--- config.mk ---
export PLATFORM = sky130hd
export DESIGN_NAME = single_wire_uart_transaction_top
export DESIGN_NICKNAME = d
export VERILOG_FILES = /design/src/swut_pkg.sv /design/src/swut_cfg.sv /design/src/swut_step.sv /design/src/single_wire_uart_transaction_top.sv
export SDC_FILE = /design/constraint.sdc
export NUM_CORES = 1
export LEC_CHECK = 0
export ABC_AREA = 1
export BUFFER_PORTS_ARGS = -buffer_cell sky130_fd_sc_hd__buf_2
export CAP_MARGIN = 5
export CORE_MARGIN = 4
export CORE_UTILIZATION = 40
export CTS_CLUSTER_DIAMETER = 60
export DETAILED_ROUTE_END_ITERATION = 12
export PLACE_DENSITY = 0.62
export SETUP_SLACK_MARGIN = 0.1
export SYNTH_ARGS = -nofsm -noshare
export SYNTH_HDL_FRONTEND = slang
export SYNTH_SLANG_ARGS = --single-unit
--- constraint.sdc ---
create_clock -name clk -period 4.9 [get_ports clk]
set_input_delay 0.49 -clock clk [delete_from_list [all_inputs] [get_ports clk]]
set_output_delay 0.49 -clock clk [all_outputs]
set_load 0.02 [all_outputs]
--- src/swut_pkg.sv ---
// shared types and constants of the single-wire uart transaction block
`default_nettype none
package swut_pkg;

  localparam int unsigned BitTicksW   = 16;
  localparam int unsigned TimeoutW    = 20;
  localparam int unsigned GuardW      = 4;
  localparam int unsigned ReplyW      = 5;
  localparam int unsigned TimerW      = 17;
  localparam int unsigned IndexW      = 4;
  localparam int unsigned ApbAddrW    = 4;
  localparam int unsigned ApbDataW    = 32;

  localparam logic [BitTicksW-1:0] BitTicksRst = 16'd3750;
  localparam logic [TimeoutW-1:0]  TimeoutRst  = 20'd20000;
  localparam logic [GuardW-1:0]    GuardRst    = 4'd4;
  localparam logic [ReplyW-1:0]    ReplyRst    = 5'd8;

  localparam logic [BitTicksW-1:0] BitTicksMin = 16'd2;
  localparam logic [ReplyW-1:0]    ReplyMax    = 5'd16;
  localparam logic [IndexW-1:0]    TxBits      = 4'd10;
  localparam logic [IndexW-1:0]    RxBits      = 4'd8;
  localparam logic [7:0]           TimeoutByte = 8'hFF;

  typedef enum logic [1:0] {
    REG_BIT_TICKS = 2'd0,
    REG_TIMEOUT   = 2'd1,
    REG_GUARD     = 2'd2,
    REG_REPLY     = 2'd3
  } reg_idx_t;

  typedef enum logic [6:0] {
    PH_IDLE  = 7'b0000001,
    PH_HOLD  = 7'b0000010,
    PH_TX    = 7'b0000100,
    PH_WAIT  = 7'b0001000,
    PH_BITS  = 7'b0010000,
    PH_TAIL  = 7'b0100000,
    PH_GUARD = 7'b1000000
  } phase_t;

  typedef struct packed {
    logic [BitTicksW-1:0] bit_ticks;
    logic [TimeoutW-1:0]  start_timeout_ticks;
    logic [GuardW-1:0]    guard_bits;
    logic [ReplyW-1:0]    reply_bytes;
  } cfg_t;

  typedef struct packed {
    phase_t              phase;
    logic [TimerW-1:0]   bit_timer;
    logic [TimeoutW-1:0] wait_timer;
    logic [IndexW-1:0]   bit_index;
    logic [7:0]          shift_reg;
    logic [ReplyW-1:0]   bytes_left;
    logic                reply_wanted;
    logic                final_pending;
  } state_t;

  typedef struct packed {
    logic       op;
    logic [7:0] tx_byte;
    logic       last_byte;
    logic       expect_reply;
    logic       line_in;
  } item_t;

  typedef struct packed {
    logic       line_out;
    logic       drive_enable;
    logic       byte_taken;
    logic       rx_valid;
    logic [7:0] rx_byte;
    logic       rx_last;
    logic       timed_out;
    logic       busy_res;
  } result_t;

endpackage
`default_nettype wire

--- src/swut_cfg.sv ---
// apb register file holding the four configuration registers
`default_nettype none
module swut_cfg
  import swut_pkg::*;
(
  input  wire                 clk,
  input  wire                 rst,
  input  wire                 psel,
  input  wire                 penable,
  input  wire                 pwrite,
  input  wire  [ApbAddrW-1:0] paddr,
  input  wire  [ApbDataW-1:0] pwdata,
  output logic [ApbDataW-1:0] prdata,
  output logic                pready,
  output cfg_t                cfg
);

  reg_idx_t idx;
  logic     wr_en;

  assign pready = 1'b1;
  assign idx    = reg_idx_t'(paddr[3:2]);
  assign wr_en  = psel & penable & pwrite & pready;

  always_ff @(posedge clk) begin
    if (rst) begin
      cfg.bit_ticks           <= BitTicksRst;
      cfg.start_timeout_ticks <= TimeoutRst;
      cfg.guard_bits          <= GuardRst;
      cfg.reply_bytes         <= ReplyRst;
    end else if (wr_en) begin
      case (idx)
        REG_BIT_TICKS: cfg.bit_ticks           <= pwdata[BitTicksW-1:0];
        REG_TIMEOUT:   cfg.start_timeout_ticks <= pwdata[TimeoutW-1:0];
        REG_GUARD:     cfg.guard_bits          <= pwdata[GuardW-1:0];
        REG_REPLY:     cfg.reply_bytes         <= pwdata[ReplyW-1:0];
        default: ;
      endcase
    end
  end

  always_comb begin
    case (idx)
      REG_BIT_TICKS: prdata = ApbDataW'(cfg.bit_ticks);
      REG_TIMEOUT:   prdata = ApbDataW'(cfg.start_timeout_ticks);
      REG_GUARD:     prdata = ApbDataW'(cfg.guard_bits);
      REG_REPLY:     prdata = ApbDataW'(cfg.reply_bytes);
      default:       prdata = '0;
    endcase
  end

endmodule
`default_nettype wire

--- src/swut_step.sv ---
// next-state and result logic for one clock tick of the transaction engine
`default_nettype none
module swut_step
  import swut_pkg::*;
(
  input  cfg_t    cfg,
  input  state_t  cur,
  input  item_t   item,
  output state_t  nxt,
  output result_t res
);

  logic [TimerW-1:0]   bt;
  logic [TimerW-1:0]   bt_half;
  logic [TimerW-1:0]   timer_inc;
  logic [TimerW-1:0]   target;
  logic [TimeoutW-1:0] wait_inc;
  logic [IndexW-1:0]   idx_inc;
  logic [ReplyW-1:0]   reply_eff;
  logic [ReplyW-1:0]   left_dec;
  logic [7:0]          shift_new;
  logic [2:0]          tx_sel;
  phase_t              guard_phase;

  // clamped bit time and reply length
  assign bt        = (cfg.bit_ticks < BitTicksMin) ? TimerW'(BitTicksMin)
                                                   : TimerW'(cfg.bit_ticks);
  assign bt_half   = bt + (bt >> 1);
  assign reply_eff = (cfg.reply_bytes == '0)    ? ReplyW'(1) :
                     (cfg.reply_bytes > ReplyMax) ? ReplyMax : cfg.reply_bytes;
  assign guard_phase = (cfg.guard_bits != '0) ? PH_GUARD : PH_IDLE;

  always_comb begin
    nxt = cur;
    res = '0;
    res.line_out     = 1'b1;
    res.drive_enable = 1'b1;
    res.busy_res     = 1'b1;

    // take an offered byte when idle or between request bytes
    if (cur.phase == PH_IDLE || cur.phase == PH_HOLD) begin
      if (item.op) begin
        res.byte_taken    = 1'b1;
        nxt.shift_reg     = item.tx_byte;
        nxt.final_pending = item.last_byte;
        nxt.reply_wanted  = item.expect_reply;
        nxt.phase         = PH_TX;
        nxt.bit_index     = '0;
        nxt.bit_timer     = '0;
      end else if (cur.phase == PH_IDLE) begin
        res.busy_res = 1'b0;
      end
    end

    timer_inc = nxt.bit_timer + TimerW'(1);
    wait_inc  = nxt.wait_timer + TimeoutW'(1);
    idx_inc   = nxt.bit_index + IndexW'(1);
    target    = (nxt.bit_index == '0) ? bt_half : bt;
    left_dec  = (nxt.bytes_left != '0) ? nxt.bytes_left - ReplyW'(1) : '0;
    tx_sel    = 3'(nxt.bit_index - IndexW'(1));
    shift_new = nxt.shift_reg | (8'(item.line_in) << nxt.bit_index[2:0]);

    case (nxt.phase)
      PH_TX: begin
        if (nxt.bit_index == '0) begin
          res.line_out = 1'b0;
        end else if (nxt.bit_index <= IndexW'(8)) begin
          res.line_out = nxt.shift_reg[tx_sel];
        end
        nxt.bit_timer = timer_inc;
        if (timer_inc >= bt) begin
          nxt.bit_timer = '0;
          nxt.bit_index = idx_inc;
          if (idx_inc >= TxBits) begin
            nxt.bit_index = '0;
            if (!nxt.final_pending) begin
              nxt.phase = PH_HOLD;
            end else if (nxt.reply_wanted) begin
              nxt.bytes_left = reply_eff;
              nxt.wait_timer = '0;
              nxt.phase      = PH_WAIT;
            end else begin
              nxt.phase = guard_phase;
            end
          end
        end
      end
      PH_WAIT: begin
        res.drive_enable = 1'b0;
        if (!item.line_in) begin
          nxt.phase     = PH_BITS;
          nxt.bit_timer = '0;
          nxt.bit_index = '0;
          nxt.shift_reg = '0;
        end else begin
          nxt.wait_timer = wait_inc;
          if (wait_inc >= cfg.start_timeout_ticks) begin
            res.rx_valid   = 1'b1;
            res.rx_byte    = TimeoutByte;
            res.rx_last    = 1'b1;
            res.timed_out  = 1'b1;
            nxt.bytes_left = '0;
            nxt.bit_timer  = '0;
            nxt.bit_index  = '0;
            nxt.phase      = guard_phase;
          end
        end
      end
      PH_BITS: begin
        res.drive_enable = 1'b0;
        nxt.bit_timer    = timer_inc;
        if (timer_inc >= target) begin
          nxt.shift_reg = shift_new;
          nxt.bit_timer = '0;
          nxt.bit_index = idx_inc;
          if (idx_inc >= RxBits) begin
            res.rx_valid   = 1'b1;
            res.rx_byte    = shift_new;
            nxt.bytes_left = left_dec;
            res.rx_last    = (left_dec == '0);
            nxt.bit_index  = '0;
            nxt.phase      = PH_TAIL;
          end
        end
      end
      PH_TAIL: begin
        res.drive_enable = 1'b0;
        nxt.bit_timer    = timer_inc;
        if (timer_inc >= bt_half) begin
          nxt.bit_timer = '0;
          if (nxt.bytes_left == '0) begin
            nxt.bit_index = '0;
            nxt.phase     = guard_phase;
          end else begin
            nxt.wait_timer = '0;
            nxt.phase      = PH_WAIT;
          end
        end
      end
      PH_GUARD: begin
        nxt.bit_timer = timer_inc;
        if (timer_inc >= bt) begin
          nxt.bit_timer = '0;
          nxt.bit_index = idx_inc;
          if ({1'b0, idx_inc} >= {1'b0, cfg.guard_bits}) begin
            nxt.bit_index = '0;
            nxt.phase     = PH_IDLE;
          end
        end
      end
      PH_HOLD, PH_IDLE: ;
      default: begin
        nxt.phase    = PH_IDLE;
        res.busy_res = 1'b0;
      end
    endcase
  end

endmodule
`default_nettype wire

--- src/single_wire_uart_transaction_top.sv ---
// top level of the half-duplex single-wire uart transaction engine
//
//   channel   dir  handshake          payload
//   s_axis    in   s_tvalid/s_tready  tdata {line_in,expect_reply,tx_byte}, tuser op,
//                                     tlast last_byte
//   m_axis    out  m_tvalid/m_tready  tdata {busy_res,rx_byte,rx_valid,byte_taken,
//                                     drive_enable,line_out}, tuser timed_out,
//                                     tlast rx_last
//   apb       in   psel/penable       four configuration registers at 0x0..0xc
//
// one tick per transaction: every accepted input gives exactly one result in the
// next cycle, and an input is taken in every cycle while the result register is
// free or being drained. the engine state and result register sit behind one
// layer of logic (timer increment and compare). reset clears the engine to idle and
// loads the register defaults. a stall on the output side holds the input side off.
`default_nettype none
module single_wire_uart_transaction_top
  import swut_pkg::*;
(
  input  wire                 clk,
  input  wire                 rst,
  // s_tdata: tx_byte[7:0], expect_reply[8], line_in[9], zeros[15:10]
  input  wire  [15:0]         s_tdata,
  // s_tuser: op
  input  wire                 s_tuser,
  input  wire                 s_tlast,
  input  wire                 s_tvalid,
  output logic                s_tready,
  // m_tdata: line_out[0], drive_enable[1], byte_taken[2], rx_valid[3],
  //          rx_byte[11:4], busy_res[12], zeros[15:13]
  output logic [15:0]         m_tdata,
  // m_tuser: timed_out
  output logic                m_tuser,
  output logic                m_tlast,
  output logic                m_tvalid,
  input  wire                 m_tready,
  input  wire                 psel,
  input  wire                 penable,
  input  wire                 pwrite,
  input  wire  [ApbAddrW-1:0] paddr,
  input  wire  [ApbDataW-1:0] pwdata,
  output logic [ApbDataW-1:0] prdata,
  output logic                pready
);

  cfg_t    cfg;
  state_t  state;
  state_t  state_next;
  item_t   item;
  result_t res_next;
  result_t res;
  logic    in_take;

  swut_cfg u_cfg (
    .clk     (clk),
    .rst     (rst),
    .psel    (psel),
    .penable (penable),
    .pwrite  (pwrite),
    .paddr   (paddr),
    .pwdata  (pwdata),
    .prdata  (prdata),
    .pready  (pready),
    .cfg     (cfg)
  );

  assign item.op           = s_tuser;
  assign item.tx_byte      = s_tdata[7:0];
  assign item.expect_reply = s_tdata[8];
  assign item.line_in      = s_tdata[9];
  assign item.last_byte    = s_tlast;

  swut_step u_step (
    .cfg  (cfg),
    .cur  (state),
    .item (item),
    .nxt  (state_next),
    .res  (res_next)
  );

  assign s_tready = ~m_tvalid | m_tready;
  assign in_take  = s_tvalid & s_tready;

  always_ff @(posedge clk) begin
    if (rst) begin
      state.phase         <= PH_IDLE;
      state.bit_timer     <= '0;
      state.wait_timer    <= '0;
      state.bit_index     <= '0;
      state.shift_reg     <= '0;
      state.bytes_left    <= '0;
      state.reply_wanted  <= 1'b0;
      state.final_pending <= 1'b0;
      m_tvalid            <= 1'b0;
    end else if (in_take) begin
      state    <= state_next;
      m_tvalid <= 1'b1;
    end else if (m_tready) begin
      m_tvalid <= 1'b0;
    end
  end

  // result payload only moves with an accepted transaction
  always_ff @(posedge clk) begin
    if (in_take) begin
      res <= res_next;
    end
  end

  assign m_tdata = {3'b000, res.busy_res, res.rx_byte, res.rx_valid, res.byte_taken,
                    res.drive_enable, res.line_out};
  assign m_tuser = res.timed_out;
  assign m_tlast = res.rx_last;

endmodule
`default_nettype wire

==> qor.csv <==
stage,metric,value,unit
sta,final setup violation count,0,
clocking,clock buffer depth,2,
drt,number of remaining DRC errors,0,
sta,Final min period,4.839,ns
placement,Detailed Place HPWL,22000,µm
grt,gr usage total,0.2116,
flow_run,Max Cap Violations,0,
finish,layout cell share with drive strength beyond 1,0.2332,
synthesis,Synth top area share,0.2209,
worst_setup_path,Crit path top cell by count,inv_2,
clocking,# H-tree levels,4,
hold_path,Min-Delay Path Class,input pin to flip-flop,
synthesis,most numerous cell in the Yosys netlist,nand2_1,
sta,Final Worst Setup Slack,0.06110,ns
synthesis,Synth area leader,dfxtp_1,
synthesis,commonest cells in the netlist,"300 x nand2_1, 179 x inv_1, 147 x a21oi_1, 129 x nor2_1, 122 x o21ai_0",
worst_setup_path,crit path kind,flip-flop to flip-flop,
floorplanning,Die Wd,165.2,µm
pwr,P_leak,0.005805,µW
placement,cell area after placement,10830,µm²
worst_setup_path,Slowest cell on crit path,fa_2,
sta,"Hold Vio Cnt, Final",0,
grt,Overflow after GRT,0,
finish,Finished Cell Area,12400,µm²
synthesis,Syn Area/Cell,6.758,µm²
sta,Highest Clock Rate,206.7,MHz
drt,final WL,30020,µm
synthesis,Mapped Cells,1462,
worst_setup_path,Worst Path Buf+Inv,8,
placement,Port-buffer cells,77,
run_status,status,"complete, no violations",
synthesis,Post-synth EDFFs,15,
finish,area of the multi-input gates,6834,µm²
finish,sequential cell area,2634,µm²
floorplanning,die height,165.2,µm
finish,FILL cells,2405,
placement,RD Place Congestion,0.9163,
drt,Via-to-Cell Ratio,5.283,
drt,initial DRC count,603,
pwr,P per Cell Area,266.9,nW/µm²
sta,actual slew at the worst max-slew pin,0.9913,ns
drt,post-route ant nets,0,
synthesis,Synth Register Bits,124,
synthesis,synth warn,0,
clocking,CTS tree,done,
placement,pre-CTS setup slack,-0.06716,ns
sta,Relative slew margins,0.3367,
floorplanning,# IOs,114,
worst_setup_path,CP peak stage delay,0.39,ns
drt,post-DR wirelength/cell,15.62,µm
clocking,hold-fix buffer count after cts,0,
clocking,worst skew pair latency,0.42,ns
synthesis,"Primary FF master, synth",dfxtp_1,
worst_setup_path,"delay-heaviest family, CP",simple AND/OR/NAND/NOR gates,
grt,global-route wire length before repair,46400,µm
sta,final period utilization,0.9875,
floorplanning,row count,57,
grt,vias in the first global route,9440,
synthesis,ys async rst share,0,
grt,largest net degree at the start of global routing,70,
worst_setup_path,Worst Path Arrival,5.12,ns
floorplanning,initial core utilization,0.4062,
worst_setup_path,critical-path maximum fanout,5,
worst_setup_path,crit start category,flip-flop,
sta,clk_skew,0.01359,ns
clocking,Clock transition at path regs,0.06,ns
sta,final number of max-transition violations,0,
floorplanning,Core Footprint,24320,µm²
worst_setup_path,CP Capture Type,flip-flop,
floorplanning,die area,27280,µm²
pwr,peak supply drop,0.2111,mV
synthesis,"Seq/Total Area, Yosys",0.2665,
worst_setup_path,"Req. time, crit path",5.19,ns
worst_setup_path,r2r setup slk,0.06,ns
finish,Area Growth Syn to Fin,25.53,%
synthesis,Area contributors post-synth,"dfxtp_1 22%, ha_1 12%, nand2_1 11%",
drt,DR pass1 iterations,5,
clocking,clock sinks,124,
sta,unrepaired setup endpoints after global routing,yes,
drt,routed vias,10154,
synthesis,Synth cell types,53,
finish,Final #Nets,1741,
clocking,Clock Root Buffer,clkbuf_16,
synthesis,Post-Syn Area,9879,µm²
clocking,TritonCTS buffer count,17,
grt,initial antenna violation count,1,
==> cell usage in the layout, fill, tap and decap left out, types with 4 or more instances in the layout <==
cell type  instances
dfxtp_1          108
nand2_1          257
nand4_1           49
o21ai_0           99
nor2_1           116
edfxtp_1          15
nand3_1           51
clkbuf_16         22
xnor2_1           14
buf_12             4
nand2_2           36
ha_1              93
nand3_2           15
a21oi_2           25
inv_2             13
nor3_1             9
nor2_2            14
o22ai_1           11
inv_1            170
xor2_1            29
a21oi_1          122
buf_4             63
o21ai_2           13
buf_6             15
mux2i_1            4
nand2_4           15
o211ai_1          17
o21ai_1           11
buf_2             77
conb_1            16
a31oi_1            9
or2_2              4
nor2_4             9
==> through the flow <==
stage	hold WS, ns	setup TNS (ns)	util	power, µW	cells
global placement	0.4491	0	0.4454	1798	1865
detailed placement	0.4551	-0.1863	0.4454	1810	1865
floorplan	0.4422	0	-	1605	1476
global route	0.3011	-10.05	0.5097	3460	1920
CTS	0.2913	0	0.4729	3213	1897
finish	0.3007	0	0.5100	3310	1922
==> state kept, by name, indices dropped and copies added, names as in the netlist <==
| register | cells |
|---|---|
| m_tlast | 1 |
| m_tdata | 13 |
| state | 63 |
| u_cfg.cfg | 45 |
| m_tvalid | 1 |
| m_tuser | 1 |
==> cell families after synthesis <==
logic type | share of synthesized area
AOI/OAI and AO/OA | 0.1810
xor gates and xnor gates | 0.04078
adders and majority gates | 0.1249
buffers and inverters | 0.1102
DFF | 0.2665
muxes | 0.004053
other | 0.0007602
and+or+nand+nor | 0.2719
==> layer usage <==
metal  up-vias  track usage  wire (µm)
li1       5096            -          -
met1      4732       0.2859      13850
met2       287       0.3435      13970
met3        39      0.04070       1741
met4         0      0.06200        459
met5         -            0          0
==> worst min-delay path: stages <==
cell,delay (ns)
buf_2,0.09
nand2_1,0.05
o211ai_1,0.06
==> worst paths after layout <==
| check | from | end | cells after the start |
|---|---|---|---|
| worst min-delay path | pwdata[10] | u_cfg.cfg[19]$_SDFFE_PP1P_ | 3 |
| worst max register to register | u_cfg.cfg[44]$_SDFFE_PP0P_ | state[26]$_SDFFE_PP0P_ | 34 |
| worst max-delay path | u_cfg.cfg[44]$_SDFFE_PP0P_ | state[26]$_SDFFE_PP0P_ | 34 |
| worst min register to register | state[22]$_SDFFE_PP0P_ | state[22]$_SDFFE_PP0P_ | 2 |
==> what timing repair did <==
item / in CTS / in global routing
buffers inserted: 0 / 17
gates cloned: 0 / 5
gates resized for setup: 4 / 202
setup endpoints to repair: 40 / 69
pin swaps: 0 / 70
==> report_power, final <==
part           internal, µW  total (µW)  switching, µW
clock                   897        1400            504
combinational           292         821            529
sequential             1060        1090           23.1
total                  2250        3310           1060
==> layout make-up <==
type | instances | area share
multi-input combinational | 1091 | 0.5510
sequential | 124 | 0.2124
timing repair buffer | 161 | 0.09332
inverter | 187 | 0.05720
clock buffer | 21 | 0.04066
tap | 324 | 0.03269
clock inverter | 11 | 0.01211
antenna | 3 | 0.0006053
No activity file was read; power rests on OpenSTA's default activity.
